**src/design/qsl_pkg.sv**
```systemverilog
// Shared constants and control types for the quicksort batch sorter.
package qsl_pkg;

   localparam int STORE_DEPTH_DEF = 64;
   localparam int VALUE_WIDTH_DEF = 32;

   // Value store port controls
   typedef struct packed {
      logic wr_en;
      logic rd_en;
   } ram_ctl_type;

   // Range stack controls
   typedef struct packed {
      logic push;
      logic pop;
   } stack_op_type;

   // Range stack status
   typedef struct packed {
      logic empty;
      logic full;
   } stack_stat_type;

endpackage

```
**src/design/qsl_value_ram.sv**
```systemverilog
// Value store: one write port, two registered read ports.
module qsl_value_ram
   import qsl_pkg::*;
#(
   parameter int DEPTH = STORE_DEPTH_DEF,
   parameter int WIDTH = VALUE_WIDTH_DEF,
   localparam int AW = $clog2(DEPTH)
) (
   input  logic              clock,
   input  ram_ctl_type       ctl,
   input  logic [AW-1:0]     wr_addr,
   input  logic [WIDTH-1:0]  wr_data,
   input  logic [AW-1:0]     rd_addr_a,
   input  logic [AW-1:0]     rd_addr_b,
   output logic [WIDTH-1:0]  rd_data_a,
   output logic [WIDTH-1:0]  rd_data_b
);

   logic [WIDTH-1:0] store_ff [DEPTH];
   logic [WIDTH-1:0] rd_a_ff;
   logic [WIDTH-1:0] rd_b_ff;

   always_ff @(posedge clock) begin
      if (ctl.wr_en) begin
         store_ff[wr_addr] <= wr_data;
      end
   end

   // read data holds while rd_en is low
   always_ff @(posedge clock) begin
      if (ctl.rd_en) begin
         rd_a_ff <= store_ff[rd_addr_a];
         rd_b_ff <= store_ff[rd_addr_b];
      end
   end

   assign rd_data_a = rd_a_ff;
   assign rd_data_b = rd_b_ff;

endmodule

```
**config.mk**
```make
export PLATFORM = sky130hd
export DESIGN_NAME = qsl_value_ram
export DESIGN_NICKNAME = d
export VERILOG_FILES = /design/src/design/qsl_pkg.sv /design/src/design/qsl_value_ram.sv
export SDC_FILE = /design/constraint.sdc
export NUM_CORES = 2
export LEC_CHECK = 0
export BUFFER_PORTS_ARGS = -buffer_cell sky130_fd_sc_hd__buf_2
export CAP_MARGIN = 20
export CORE_ASPECT_RATIO = 1.25
export CORE_MARGIN = 4
export CORE_UTILIZATION = 55
export DETAILED_ROUTE_END_ITERATION = 7
export GPL_TIMING_DRIVEN = 1
export PLACE_DENSITY = 0.74
export SYNTH_ARGS = -nofsm -noshare
export SYNTH_HDL_FRONTEND = slang
export SYNTH_SLANG_ARGS = --single-unit
```
**constraint.sdc**
```tcl
create_clock -name clock -period 3.3 [get_ports clock]
set_input_delay 0.33 -clock clock [delete_from_list [all_inputs] [get_ports clock]]
set_output_delay 0.33 -clock clock [all_outputs]
set_load 0.05 [all_outputs]
```
# Word-level counts from Yosys, hierarchy flattened
# Memory sizes are Yosys's and may differ from the RTL's. A register that Yosys moved wholly into a read port is not among the register bits.
# Cells that the tools add are included.
dict set report word_totals {
  wordCells 3
  reg_bits 0
  ramBits 2048
  in_bits 53
  memories 1
  out_inout_bits 64
}
# name words word_bits read_ports rd_clocked_by_memory_dff write_ports line_no
set memory_table {}
lappend memory_table {store_ff 64 32 2 2 1 qsl_value_ram.sv:19} ;# logic [WIDTH-1:0] store_ff [DEPTH];
dict set report op_classes {
  mux 2
}
# operator n
set op_table {}
lappend op_table {{$mux W1} 2}

# Logic depth before layout (Yosys ltp)
dict set report logic_depth {
  word_depth 2
  depth_mapped 10
  ltp_nobuf 5
}

# Worst setup path before layout
# Ideal clock, no wire load.
dict set report synth_timing {
  path_type {input port to flip-flop}
  startpoint {in wr_addr[3]}
  endpoint {mem store_ff[48][0] (netlist bit), enable pin}
  t_required_ns 2.839
  n_path_buf 1
  slack_ns -0.221
  stages 4
  arrival_ns 3.060
  setup_ns 0.461
  path_cell_list {clkbuf_1 nor2b_1 nand4b_1 nor3_1}
}
# element line_no
set synth_lines {}
lappend synth_lines {{start: declaration} qsl_value_ram.sv:11} ;# input logic [AW-1:0] wr_addr,
lappend synth_lines {{end: declaration} qsl_value_ram.sv:19}
# Straight into the memory's write port.

==> impl_metrics.py <==
metrics = {
    "run": {
        "maxCapViolations": 0,
    },
    "worst_hold_path": {
        "hold_class": "in2reg",
        "timing.hold.worst.start": "wr_data[3]",
    },
    "sta": {
        "final.setup.tns_ns": 0,
        "finalSetupViolations": 0,
        "achievable-frequency_ghz": 0.432,
        "finalHoldViolations": 12,
        "worst_clock_skew_ns": 0.0419,
        "maxSlewViolCount": 0,
        "slew_headroom_pct": 26.3,
        "holdWs_ns": -0.0135,
        "grt_setup_unrepaired": "no",
        "period_needed_ns": 2.32,
        "slew_of_the_pin_with_the_lowest_slew_margin_ns": 1.10,
        "layout_worst_path_cycle_share_pct": 70.2,
    },
    "setup_path": {
        "criticalPathCategory": "reg2reg",
        "crit_fanout": 2,
        "cp-start-kind": "register",
        "timing.critical_path.to_type": "register",
        "worstRegToRegCells": 4,
        "r2r_end": "rd_data_b[0]",
        "timing.critical_path.arrival_ns": 2.85,
        "worst_ep_required_time_ns": 3.84,
        "r2r_setup_slack_ns": 0.98,
        "critical_path.endpoint": "rd_data_b[0]",
        "worstSetupStartpoint": "store_ff[27][0]",
        "rr_startpoint": "store_ff[27][0]",
    },
    "floorplan": {
        "core_area_um2": 174000,
        "pin_count": 117,
        "die_area_um2": 182000,
        "fp.dieH_um": 476,
        "floorplan.die.width_um": 382,
        "std_cell_rows": 171,
        "starting_density_pct": 55.4,
    },
    "layout": {
        "finish.utilization_pct": 63.0,
        "area_growth_syn_to_layout_pct": 13.8,
        "instances_no_fill": 7298,
        "layout.nets": 4844,
        "nFillCells": 11300,
        "drive_gt1_share_pct": 40.9,
        "most-common-layout-cells": "2112 x edfxtp_1, 1124 x mux4_2, 278 x buf_4",
        "layout_commonest_cell": "edfxtp_1",
    },
    "status": {
        "run_status": "finished, violations left",
        "failed_checks": "negative hold slack",
    },
    "global_route": {
        "grt_pass1_wl_mm": 409,
        "grt_pass1_vias": 54400,
        "track_usage_pct": 32.2,
        "grt_start_max_net_pins": 69,
        "number_of_antenna_violations_at_the_first_check_in_global_routing": 35,
        "total_congestion_overflow_after_global_routing": 0,
    },
    "clock_tree": {
        "tritoncts": "yes",
        "cts-htree-levels": 4,
        "clock-sinks": 2112,
        "number_of_buffers_created_by_cts": 190,
        "clk_path_buf_depth": 3,
        "clock_tree.root_cell": "clkbuf_16",
        "postCtsHoldBufs": 0,
        "clk_pin_slew_worst_setup_hold_paths_ns": 0.06,
        "clock_latency_ns": 0.85,
        "cts.repair.resized": 0,
        "post_cts_buffers": 0,
    },
    "drt": {
        "routedWlPerCell_um": 39.9,
        "detailedRoute.firstPassIterationCount": 8,
        "remaining_number_of_nets_flagged_by_the_antenna_check_after_routing": 0,
        "drt_drc_violations_left": 0,
        "post_drt_via_cell_ratio": 7.50,
        "vias": 54700,
        "initialDrtViolationCount": 9362,
        "routed_wirelength_mm": 291,
    },
    "placed_design": {
        "hpwlAfterDp_mm": 175,
        "dp_cells": 6897,
        "buffer_ports.inserted": 116,
        "finalWeightedCongestion": 0.867,
    },
    "power_and_ir_drop": {
        "leakage_nw": 34.7,
        "power_density_over_the_cells_nw_per_um2": 522,
        "peakVddDrop_mv": 0.485,
    },
    "yosys": {
        "ys_seq_area_share_pct": 65.9,
        "postSynthNetCount": 4465,
        "yosysWarnings": 0,
        "post_synth_instance_area_um2": 96300,
        "postSynthRegisterBits": 2112,
        "syn-instance-count": 4412,
        "synth_cell_types": 37,
        "async_reset_ff_share_pct": 0,
        "synth_edf_count": 2112,
        "postSynth.topFlopCell": "edfxtp_1",
        "post_synth.cell_area_avg_um2": 21.8,
    },
}
-- kinds of logic (layout without fill, tap and decap cells) --
| kind of cell | Yosys count | after routing | synth area share [%] |
|---|---|---|---|
| multiplexers | 1364 | 1364 | 28.8 |
| flip-flops | 2112 | 2112 | 65.9 |
| other | 0 | 19 | 0 |
| AND/OR/NAND/NOR | 248 | 248 | 1.13 |
| AO/OA/AOI/OAI | 340 | 340 | 2.38 |
| buffers and inverters | 348 | 880 | 1.81 |
-- power breakdown --
group	switching, W	internal, W
combinational	0.00307	0.00224
clock	0.00972	0.0122
sequential	0.000174	0.0298
total	0.0130	0.0443
-- registers in the layout, indices dropped and copies added (netlist names) --
signal,flops
store_ff,2048
rd_data_a,32
rd_data_b,32
-- worst max-delay path, cell delays in order, from the launching register on --
cell and delay [ns]:
edfxtp_1 0.40, mux4_2 0.49, mux4_2 0.50, o22ai_1 0.46, a21oi_1 0.17
-- worst min path at each step --
stage,depth (start not counted),to
final,1,store_ff[8][3]
after detailed placement,1,rd_data_a[12]
after global placement,1,rd_data_a[31]
after floorplan,0,store_ff[0][0]
after global routing,1,store_ff[8][3]
after CTS,2,rd_data_a[24]
-- per-layer routing --
layer	share of wire (%)	up-vias	global-route usage, %
li1	-	20400	-
met1	34	28900	43.0
met2	47	4627	49.9
met3	14	786	9.91
met4	4.9	20	14.0
met5	0.046	-	0
-- cell usage after synthesis (11+ instances only) --
master | number | area [µm²]
buf_1 | 25 | 93.8
nor2b_1 | 19 | 119
buf_2 | 121 | 606
nor2_1 | 94 | 353
a21oi_1 | 58 | 290
a211oi_1 | 15 | 113
mux2i_1 | 204 | 2040
buf_4 | 55 | 413
a22oi_1 | 85 | 638
o221ai_1 | 16 | 140
o22ai_1 | 56 | 350
edfxtp_1 | 2112 | 63400
mux4_2 | 1124 | 25300
nand2_1 | 93 | 349
clkbuf_1 | 135 | 507
o211ai_1 | 27 | 203
o21ai_1 | 31 | 155
mux2_2 | 36 | 405
buf_6 | 11 | 124
o21ai_0 | 18 | 90.1
a221oi_1 | 13 | 114
-- through the flow --
step                power, W  area [µm²]  hold slack (ns)  worst slack, ns
floorplan             0.0336       96300            0.429            0.473
global placement      0.0356      103000            0.871            0.219
detailed placement    0.0357      103000            0.871            0.211
CTS                   0.0572      109000           0.0160             1.00
global route          0.0587      110000          0.00438            0.909
finish                0.0572      110000          -0.0135            0.983
-- final cells by class --
| cell class | count | area (µm²) | area share (%) |
|---|---|---|---|
| tap | 2335 | 2920 | 2.67 |
| sequential | 2112 | 63400 | 57.9 |
| timing repair buffer | 534 | 5470 | 4.99 |
| multi-input combinational | 1952 | 31700 | 28.9 |
| antenna | 19 | 47.5 | 0.0434 |
| clock buffer | 230 | 5030 | 4.59 |
| clock inverter | 115 | 1030 | 0.937 |
| inverter | 1 | 3.75 | 0.00343 |
Note: power is estimated with default switching activity, not from simulation.
